<file path="config.mk">
export PLATFORM = sky130hd
export DESIGN_NAME = skin_weight_blend_top4
export DESIGN_NICKNAME = d
export VERILOG_FILES = /design/src/hdl/swb_pkg.sv /design/src/hdl/skin_weight_blend_top4.sv /design/src/hdl/swb_cell.sv
export SDC_FILE = /design/constraint.sdc
export NUM_CORES = 2
export LEC_CHECK = 0
export ABC_CLOCK_PERIOD_IN_PS = 9730
export BUFFER_PORTS_ARGS = -buffer_cell sky130_fd_sc_hd__buf_2
export CAP_MARGIN = 40
export CORE_MARGIN = 2
export CORE_UTILIZATION = 35
export CTS_BUF_LIST = sky130_fd_sc_hd__clkbuf_2
export DETAILED_ROUTE_END_ITERATION = 7
export GPL_ROUTABILITY_DRIVEN = 0
export PLACE_DENSITY = 0.47
export SYNTH_ARGS = -nofsm -noshare
export SYNTH_HDL_FRONTEND = slang
export SYNTH_SLANG_ARGS = --single-unit
</file>
<file path="constraint.sdc">
create_clock -name clock -period 9.73 [get_ports clock]
set_input_delay 0.973 -clock clock [delete_from_list [all_inputs] [get_ports clock]]
set_output_delay 0.973 -clock clock [all_outputs]
set_load 0.02 [all_outputs]
</file>
<file path="src/hdl/swb_pkg.sv">
// Shared types, constants and the ranking function of the skin weight blend block.
package swb_pkg;

   localparam int TABLE_DEPTH_DEF = 8;
   localparam int KEEP_COUNT_DEF  = 4;
   localparam int BONE_W          = 8;
   localparam int SUM_W           = 32;
   localparam int Q_W             = 16;
   localparam logic [15:0] Q15_ONE = 16'd32768;

   typedef struct packed {
      logic              valid;
      logic [BONE_W-1:0] bone;
      logic [SUM_W-1:0]  sum;
   } cell_data_type;

   typedef struct packed {
      logic              en;
      logic [BONE_W-1:0] bone;
      logic [SUM_W-1:0]  add;
   } merge_cmd_type;

   // True when a ranks strictly above b: valid first, larger sum, then lower bone.
   function automatic logic ranks_above(input cell_data_type a, input cell_data_type b);
      logic r;
      if (!a.valid) begin
         r = 1'b0;
      end else if (!b.valid) begin
         r = 1'b1;
      end else if (a.sum != b.sum) begin
         r = (a.sum > b.sum);
      end else begin
         r = (a.bone < b.bone);
      end
      return r;
   endfunction

endpackage

</file>
<file path="src/hdl/skin_weight_blend_top4.sv">
// Top level of the skin weight blend block: cell row, sorter control and divider.
//
// Input entries arrive on the req_ channel, one (side, bone, weight) entry per
// transfer, each carrying the blend factor; req_last_entry closes a blend.
// For each entry the scaled weight is registered, then broadcast to the row
// of cells, which merge it by parallel bone compare.
// After the last entry the row sorts itself by odd-even transposition, the
// kept sums are totalled one at a time, and each kept weight is normalised
// by a restoring divider, with a load step before it and an output step
// after it. An empty blend gives one result.
// Results appear on the rsp_ channel from an output register, one per
// transfer, with rsp_last_result on the final one. When the receiver stalls
// the divider waits with its result until the register is free; a new blend
// may start as soon as the final result sits in the output register.
// Reset empties the table, clears the overflow flag and drops rsp_valid.
module skin_weight_blend_top4 #(
   parameter int TABLE_DEPTH = swb_pkg::TABLE_DEPTH_DEF,
   parameter int KEEP_COUNT  = swb_pkg::KEEP_COUNT_DEF
) (
   input  logic        clock,
   input  logic        reset,
   input  logic        req_valid,
   output logic        req_ready,
   input  logic        req_side,
   input  logic signed [8:0] req_bone,
   input  logic [15:0] req_weight,
   input  logic [15:0] req_blend_factor,
   input  logic        req_last_entry,
   output logic        rsp_valid,
   input  logic        rsp_ready,
   output logic [7:0]  rsp_out_bone,
   output logic [15:0] rsp_out_weight,
   output logic        rsp_empty_res,
   output logic        rsp_overflow,
   output logic        rsp_last_result
);
   import swb_pkg::*;

   localparam int KEEP_EFF = (KEEP_COUNT < TABLE_DEPTH) ? KEEP_COUNT : TABLE_DEPTH;
   localparam int IDX_W    = $clog2(TABLE_DEPTH);
   localparam int CNT_W    = $clog2(TABLE_DEPTH + 1);
   localparam int TOT_W    = SUM_W + $clog2(KEEP_EFF);
   localparam int STEP_W   = $clog2(Q_W);

   typedef enum logic [2:0] {
      ST_IDLE, ST_MERGE, ST_SORT, ST_TOTAL, ST_LOAD, ST_DIV, ST_EMIT
   } state_type;

   state_type         state_ff;
   logic              m_en_ff;
   logic [BONE_W-1:0] m_bone_ff;
   logic [SUM_W-1:0]  m_add_ff;
   logic              m_last_ff;
   logic [CNT_W-1:0]  count_ff;
   logic              drop_ff;
   logic [IDX_W-1:0]  ph_ff;
   logic [IDX_W-1:0]  k_ff;
   logic [TOT_W-1:0]  total_ff;
   logic [TOT_W-1:0]  rem_ff;
   logic [Q_W-1:0]    q_ff;
   logic [STEP_W-1:0] step_ff;
   logic              empty_ff;
   logic              rsp_valid_ff;
   logic [7:0]        rsp_bone_ff;
   logic [15:0]       rsp_weight_ff;
   logic              rsp_empty_ff;
   logic              rsp_ovf_ff;
   logic              rsp_last_ff;

   cell_data_type     cell_q [TABLE_DEPTH];
   logic [TABLE_DEPTH-1:0] hit_vec;
   logic              any_hit;
   merge_cmd_type     merge_cmd;
   logic              clear_cells;
   logic              sort_en;

   logic [15:0]       f_clamp;
   logic [15:0]       scale;
   logic [SUM_W-1:0]  prod;
   logic [CNT_W-1:0]  keep;
   cell_data_type     sel;
   logic [TOT_W-1:0]  total_in;
   logic [TOT_W:0]    trial;
   logic              k_last;

   assign f_clamp = (req_blend_factor > Q15_ONE) ? Q15_ONE : req_blend_factor;
   assign scale   = req_side ? f_clamp : (Q15_ONE - f_clamp);
   assign prod    = SUM_W'(req_weight) * SUM_W'(scale);

   assign req_ready = (state_ff == ST_IDLE);
   assign any_hit   = |hit_vec;
   assign sort_en   = (state_ff == ST_SORT);
   assign clear_cells = (state_ff == ST_EMIT) && (!rsp_valid_ff || rsp_ready) && k_last;

   assign merge_cmd.en   = (state_ff == ST_MERGE) && m_en_ff;
   assign merge_cmd.bone = m_bone_ff;
   assign merge_cmd.add  = m_add_ff;

   assign keep     = (count_ff < CNT_W'(KEEP_EFF)) ? count_ff : CNT_W'(KEEP_EFF);
   assign sel      = cell_q[k_ff];
   assign total_in = total_ff + TOT_W'(sel.sum);
   assign trial    = {rem_ff, (step_ff == '0) ? sel.sum[0] : 1'b0};
   assign k_last   = empty_ff || ((CNT_W'(k_ff) + CNT_W'(1)) == keep);

   for (genvar i = 0; i < TABLE_DEPTH; i++) begin : g_cell
      logic          is_left;
      logic          partner_ok;
      cell_data_type partner;
      logic          prev_valid;

      // Even phases pair cells from an even index, odd phases from an odd one.
      assign is_left = (ph_ff[0] == 1'(i % 2));
      if (i == 0) begin : g_first
         assign prev_valid = 1'b1;
      end else begin : g_rest
         assign prev_valid = cell_q[i-1].valid;
      end
      if (i == 0) begin : g_p0
         assign partner    = cell_q[i+1];
         assign partner_ok = is_left;
      end else if (i == TABLE_DEPTH - 1) begin : g_pn
         assign partner    = cell_q[i-1];
         assign partner_ok = !is_left;
      end else begin : g_pm
         assign partner    = is_left ? cell_q[i+1] : cell_q[i-1];
         assign partner_ok = 1'b1;
      end

      swb_cell u_cell (
         .clock      (clock),
         .reset      (reset),
         .clear      (clear_cells),
         .merge      (merge_cmd),
         .any_hit    (any_hit),
         .prev_valid (prev_valid),
         .sort_en    (sort_en),
         .is_left    (is_left),
         .partner_ok (partner_ok),
         .partner    (partner),
         .data       (cell_q[i]),
         .hit        (hit_vec[i])
      );
   end

   always_ff @(posedge clock) begin
      if (reset) begin
         state_ff     <= ST_IDLE;
         count_ff     <= '0;
         drop_ff      <= 1'b0;
         rsp_valid_ff <= 1'b0;
         m_en_ff      <= 1'b0;
         ph_ff        <= '0;
         k_ff         <= '0;
         step_ff      <= '0;
         empty_ff     <= 1'b0;
      end else begin
         // In ST_EMIT a taken result is replaced by the next one below.
         if (rsp_valid_ff && rsp_ready && (state_ff != ST_EMIT)) begin
            rsp_valid_ff <= 1'b0;
         end
         case (state_ff)
            ST_IDLE: begin
               if (req_valid) begin
                  m_en_ff   <= !req_bone[8] && (req_weight != '0);
                  m_bone_ff <= req_bone[7:0];
                  m_add_ff  <= prod;
                  m_last_ff <= req_last_entry;
                  state_ff  <= ST_MERGE;
               end
            end
            ST_MERGE: begin
               if (m_en_ff && !any_hit) begin
                  if (count_ff == CNT_W'(TABLE_DEPTH)) begin
                     drop_ff <= 1'b1;
                  end else begin
                     count_ff <= count_ff + CNT_W'(1);
                  end
               end
               ph_ff    <= '0;
               state_ff <= m_last_ff ? ST_SORT : ST_IDLE;
            end
            ST_SORT: begin
               ph_ff <= ph_ff + IDX_W'(1);
               if (ph_ff == IDX_W'(TABLE_DEPTH - 1)) begin
                  k_ff     <= '0;
                  total_ff <= '0;
                  state_ff <= ST_TOTAL;
               end
            end
            ST_TOTAL: begin
               if (keep == '0) begin
                  empty_ff <= 1'b1;
                  state_ff <= ST_EMIT;
               end else begin
                  total_ff <= total_in;
                  if ((CNT_W'(k_ff) + CNT_W'(1)) == keep) begin
                     k_ff <= '0;
                     if (total_in == '0) begin
                        empty_ff <= 1'b1;
                        state_ff <= ST_EMIT;
                     end else begin
                        empty_ff <= 1'b0;
                        state_ff <= ST_LOAD;
                     end
                  end else begin
                     k_ff <= k_ff + IDX_W'(1);
                  end
               end
            end
            ST_LOAD: begin
               // Quotient fits in 16 bits, so the first partial remainder is sum / 2.
               rem_ff   <= TOT_W'(sel.sum[SUM_W-1:1]);
               q_ff     <= '0;
               step_ff  <= '0;
               state_ff <= ST_DIV;
            end
            ST_DIV: begin
               if (trial >= {1'b0, total_ff}) begin
                  rem_ff <= TOT_W'(trial - {1'b0, total_ff});
                  q_ff   <= {q_ff[Q_W-2:0], 1'b1};
               end else begin
                  rem_ff <= trial[TOT_W-1:0];
                  q_ff   <= {q_ff[Q_W-2:0], 1'b0};
               end
               step_ff <= step_ff + STEP_W'(1);
               if (step_ff == STEP_W'(Q_W - 1)) begin
                  state_ff <= ST_EMIT;
               end
            end
            ST_EMIT: begin
               if (!rsp_valid_ff || rsp_ready) begin
                  rsp_valid_ff  <= 1'b1;
                  rsp_bone_ff   <= empty_ff ? '0 : sel.bone;
                  rsp_weight_ff <= empty_ff ? '0 : q_ff;
                  rsp_empty_ff  <= empty_ff;
                  rsp_ovf_ff    <= drop_ff;
                  rsp_last_ff   <= k_last;
                  if (k_last) begin
                     count_ff <= '0;
                     drop_ff  <= 1'b0;
                     empty_ff <= 1'b0;
                     state_ff <= ST_IDLE;
                  end else begin
                     k_ff     <= k_ff + IDX_W'(1);
                     state_ff <= ST_LOAD;
                  end
               end
            end
            default: begin
               state_ff <= ST_IDLE;
            end
         endcase
      end
   end

   assign rsp_valid       = rsp_valid_ff;
   assign rsp_out_bone    = rsp_bone_ff;
   assign rsp_out_weight  = rsp_weight_ff;
   assign rsp_empty_res   = rsp_empty_ff;
   assign rsp_overflow    = rsp_ovf_ff;
   assign rsp_last_result = rsp_last_ff;

endmodule

</file>
<file path="src/hdl/swb_cell.sv">
// One table cell: merges a broadcast entry and takes part in the odd-even sort.
module swb_cell (
   input  logic                   clock,
   input  logic                   reset,
   input  logic                   clear,
   input  swb_pkg::merge_cmd_type merge,
   input  logic                   any_hit,
   input  logic                   prev_valid,
   input  logic                   sort_en,
   input  logic                   is_left,
   input  logic                   partner_ok,
   input  swb_pkg::cell_data_type partner,
   output swb_pkg::cell_data_type data,
   output logic                   hit
);
   import swb_pkg::*;

   cell_data_type data_ff;
   logic [SUM_W:0] sum_wide;
   logic           take_partner;
   logic           claim;

   assign data     = data_ff;
   assign hit      = data_ff.valid && (data_ff.bone == merge.bone);
   assign sum_wide = {1'b0, data_ff.sum} + {1'b0, merge.add};
   assign claim    = merge.en && !any_hit && !data_ff.valid && prev_valid;

   // The left cell of a pair keeps the higher ranked entry, the right cell the lower.
   assign take_partner = sort_en && partner_ok &&
                         (is_left ? ranks_above(partner, data_ff)
                                  : ranks_above(data_ff, partner));

   always_ff @(posedge clock) begin
      if (reset || clear) begin
         data_ff.valid <= 1'b0;
      end else if (take_partner) begin
         data_ff <= partner;
      end else if (merge.en && hit) begin
         data_ff.sum <= sum_wide[SUM_W] ? {SUM_W{1'b1}} : sum_wide[SUM_W-1:0];
      end else if (claim) begin
         data_ff.valid <= 1'b1;
         data_ff.bone  <= merge.bone;
         data_ff.sum   <= merge.add;
      end
   end

endmodule

</file>
==> flow_metrics.tcl <==
set metrics [dict create \
    ys.flop_type "edfxtp_1" \
    syn-cell-area_um2 61310 \
    finClkSkew_ps 138.8 \
    internal-power_uw 6185 \
    yosysUniqueCellTypes 98 \
    cp.arrival_ps 8690 \
    worstPathMaxFanout 16 \
    start_kind "primary input" \
    gr-total-overflow 0 \
    whs_path_depth 5 \
    final_antenna_net_count 0 \
    die_x_um 422.5 \
    numCtsBuffers 162 \
    cts_resized 0 \
    reg2reg_to "g_cell[5].u_cell.data[1]" \
    timing.rr.start "ph_ff[0]" \
    vias 53240 \
    drive_gt1_share_pct 11.17 \
    p_per_area_nw_per_um2 169.6 \
    hp-start "req_blend_factor[0]" \
    antenna_found_initial 5 \
    crit_path_end_kind "register" \
    yosys_warnings 0 \
    hp-class "primary input to register" \
    ff2ff_path_depth 16 \
    core_um2 174000 \
    via_per_inst 5.502 \
    p_sw_share_pct 45.15 \
    rrSetupSlack_ps 3390 \
    max_cap_viol_count 0 \
    drv_slew 0 \
    fin_area_um2 66510 \
    port_buffers 75 \
    dr.pass1.iters 6 \
    cts_tree "done" \
    drtIter0Drc 3336 \
    synth_edf_count 472 \
    switchingPower_uw 5092 \
    hold_viol 0 \
    crit_start "req_blend_factor[2]" \
    clockBufferDepth 3 \
    row_count 153 \
    root_buffer "clkbuf_2" \
    fin_crit_ps 7212 \
    nets 8224 \
    tns_ps 0 \
    initial_core_util_pct 35.23 \
    first_global_vias 53730 \
    min_period_over_period_pct 74.12 \
    share_comb_of_total_power_pct 58.9 \
    syn_nets 8127 \
    setup_viol 0 \
    syn_inst 7123 \
    holdPathEnd "m_add_ff[1]" \
    yosysSeqAreaShare_pct 24.07 \
    grt_pass1_wl_um 310800 \
    drc 0 \
    htreeDepth 4 \
    crit_type "primary input to register" \
    clkPwrFrac_pct 17.0 \
    postPlaceCellArea_um2 64710 \
    slew_headroom_pct 19.06 \
    synth-seq-cells 501 \
    hold_slack_ps 273.8 \
    status "complete, no violations" \
    post_drt_wl_per_cell_um 20.87 \
    fillers 17940 \
    ioPinCount 76 \
    grt_setup_unrepaired "no" \
    post_cts_buffers 0 \
    avgSynthCellArea_um2 8.607 \
    clkTransAtPathRegs_ps 90 \
    dp_hpwl_um 164500 \
    track_usage_pct 22.22 \
    die-area_um2 178500 \
    ir_drop_uv 110.9 \
    fmax_mhz 138.7 \
    pwr-share-seq_pct 24.2 \
    ctsHoldBuffers 27 \
    async_flop_share_pct 0 \
    drt_wl_total_um 202000 \
    clock_latency_ps 1720 \
    grt_max_degree 121 \
    p_leak_uw 0.02813 \
    synthToLayoutAreaGrowth_pct 8.486 \
    die_h_um 422.5 \
    worstMarginPinSlew_ps 1214 \
    worst_ep_required_time_ps 11210 \
    numClockSinks 501 \
]
area by class of cell:
| cell class | count | area (µm²) | share of cell area [%] |
|---|---|---|---|
| multi-input cells | 5659 | 43140 | 64.87 |
| clock buffers | 242 | 1211 | 1.821 |
| well taps | 2325 | 2909 | 4.374 |
| clock inverters | 43 | 292.8 | 0.4402 |
| repair buffers | 228 | 1655 | 2.489 |
| flip-flops and latches | 501 | 14770 | 22.20 |
| inverters | 668 | 2507 | 3.770 |
| diodes | 10 | 25.02 | 0.03763 |
layer usage:
layer  up-vias  share of wire, %  track usage (%)
met1     25710                46            29.43
met5         -                 0                0
li1      26000                 -                -
met2      1222                47            37.36
met4         0               3.1            7.381
met3       315               4.4            2.707
cell usage in the layout (no fill, tap or decap), drive strengths merged, types with 76 or more instances in the layout:
cell    instances
ha            753
nand2         676
inv           672
o21ai         629
nor2          497
a21oi         493
edfxtp        472
xnor2         267
clkbuf        242
a21o          205
fa            204
buf           200
and2          168
mux2          167
nand3         138
nor3          129
nand4         111
nor2b          95
xor2           91
mux4           80
o21a           80
nand2b         76
flip-flops by register name (all words and copies together) (netlist names):
| register | flops |
|---|---|
| g_cell.u_cell.data | 328 |
| rem_ff | 34 |
| total_ff | 34 |
| m_add_ff | 32 |
| q_ff | 16 |
| rsp_out_weight | 16 |
| m_bone_ff | 8 |
| rsp_out_bone | 8 |
| count_ff | 4 |
| step_ff | 4 |
| k_ff | 3 |
| ph_ff | 3 |
| state_ff | 3 |
| drop_ff | 1 |
| empty_ff | 1 |
| m_en_ff | 1 |
| m_last_ff | 1 |
| rsp_empty_res | 1 |
| rsp_last_result | 1 |
| rsp_overflow | 1 |
| rsp_valid | 1 |
synth_stat cells, types with 138 or more instances:
library cell	n	area [µm²]
o21ai_0	624	3123
xnor2_1	267	2338
nor2_1	497	1866
edfxtp_1	472	14170
a21o_1	201	1509
clkbuf_1	262	983.4
a21oi_1	493	2467
inv_1	666	2500
nand2_1	675	2534
fa_1	204	4084
and2_1	167	1045
ha_1	753	9422
nand3_1	138	690.7
mux2_2	165	1858
through the flow:
stage | util, % | cells | worst slack (ps) | total power [µW]
final | 38.22 | 9676 | 2518 | 11280
after global placement | 37.10 | 9341 | 668.2 | 9260
after detailed placement | 37.19 | 9354 | 591.2 | 9353
after global routing | 38.22 | 9674 | 2035 | 12260
after CTS | 38.21 | 9666 | 2577 | 11360
after floorplan | - | 7123 | 1460 | 7764
power by group through the flow:
stage          Clock, µW  Sequential, µW  Combinational, µW
6_report            1910            2720               6640
3_3_place_gp           0            2780               6480
3_5_place_dp           0            2770               6580
5_1_grt             2100            2730               7430
2_1_floorplan          0            2820               4950
4_1_cts             2010            2720               6630
critical path, stage by stage:
cell	delay (ps)
buf_2	110
nor3_1	320
nand2b_1	160
nor4_1	210
buf_4	170
nand2_1	70
o21a_1	300
nor2_1	140
buf_4	230
nand2_1	110
fa_1	520
fa_1	570
fa_1	450
fa_1	540
inv_1	50
fa_1	490
fa_1	410
ha_1	330
a21oi_1	330
nor2_1	90
a221oi_1	350
a21oi_1	170
a211oi_1	430
o21bai_1	240
a21boi_0	490
o31ai_1	140
a21oi_1	190
xnor2_1	70
cells by family after synthesis:
group | synth area share, %
fa+ha+maj | 22.03
xor+xnor | 5.114
flops | 24.07
mux | 6.851
simple gates | 16.37
buf+inv | 5.968
compound gates | 19.60
how the worst max path moves through the flow:
stage | end | slack [ps] | cells after the start
after floorplan | m_add_ff[31] | 1460 | 30
after global placement | m_add_ff[31] | 670 | 32
after detailed placement | m_add_ff[31] | 590 | 28
after CTS | m_add_ff[31] | 2580 | 28
after global routing | m_add_ff[31] | 2030 | 28
final | m_add_ff[31] | 2520 | 28
Power figures use the tool's default switching activity.
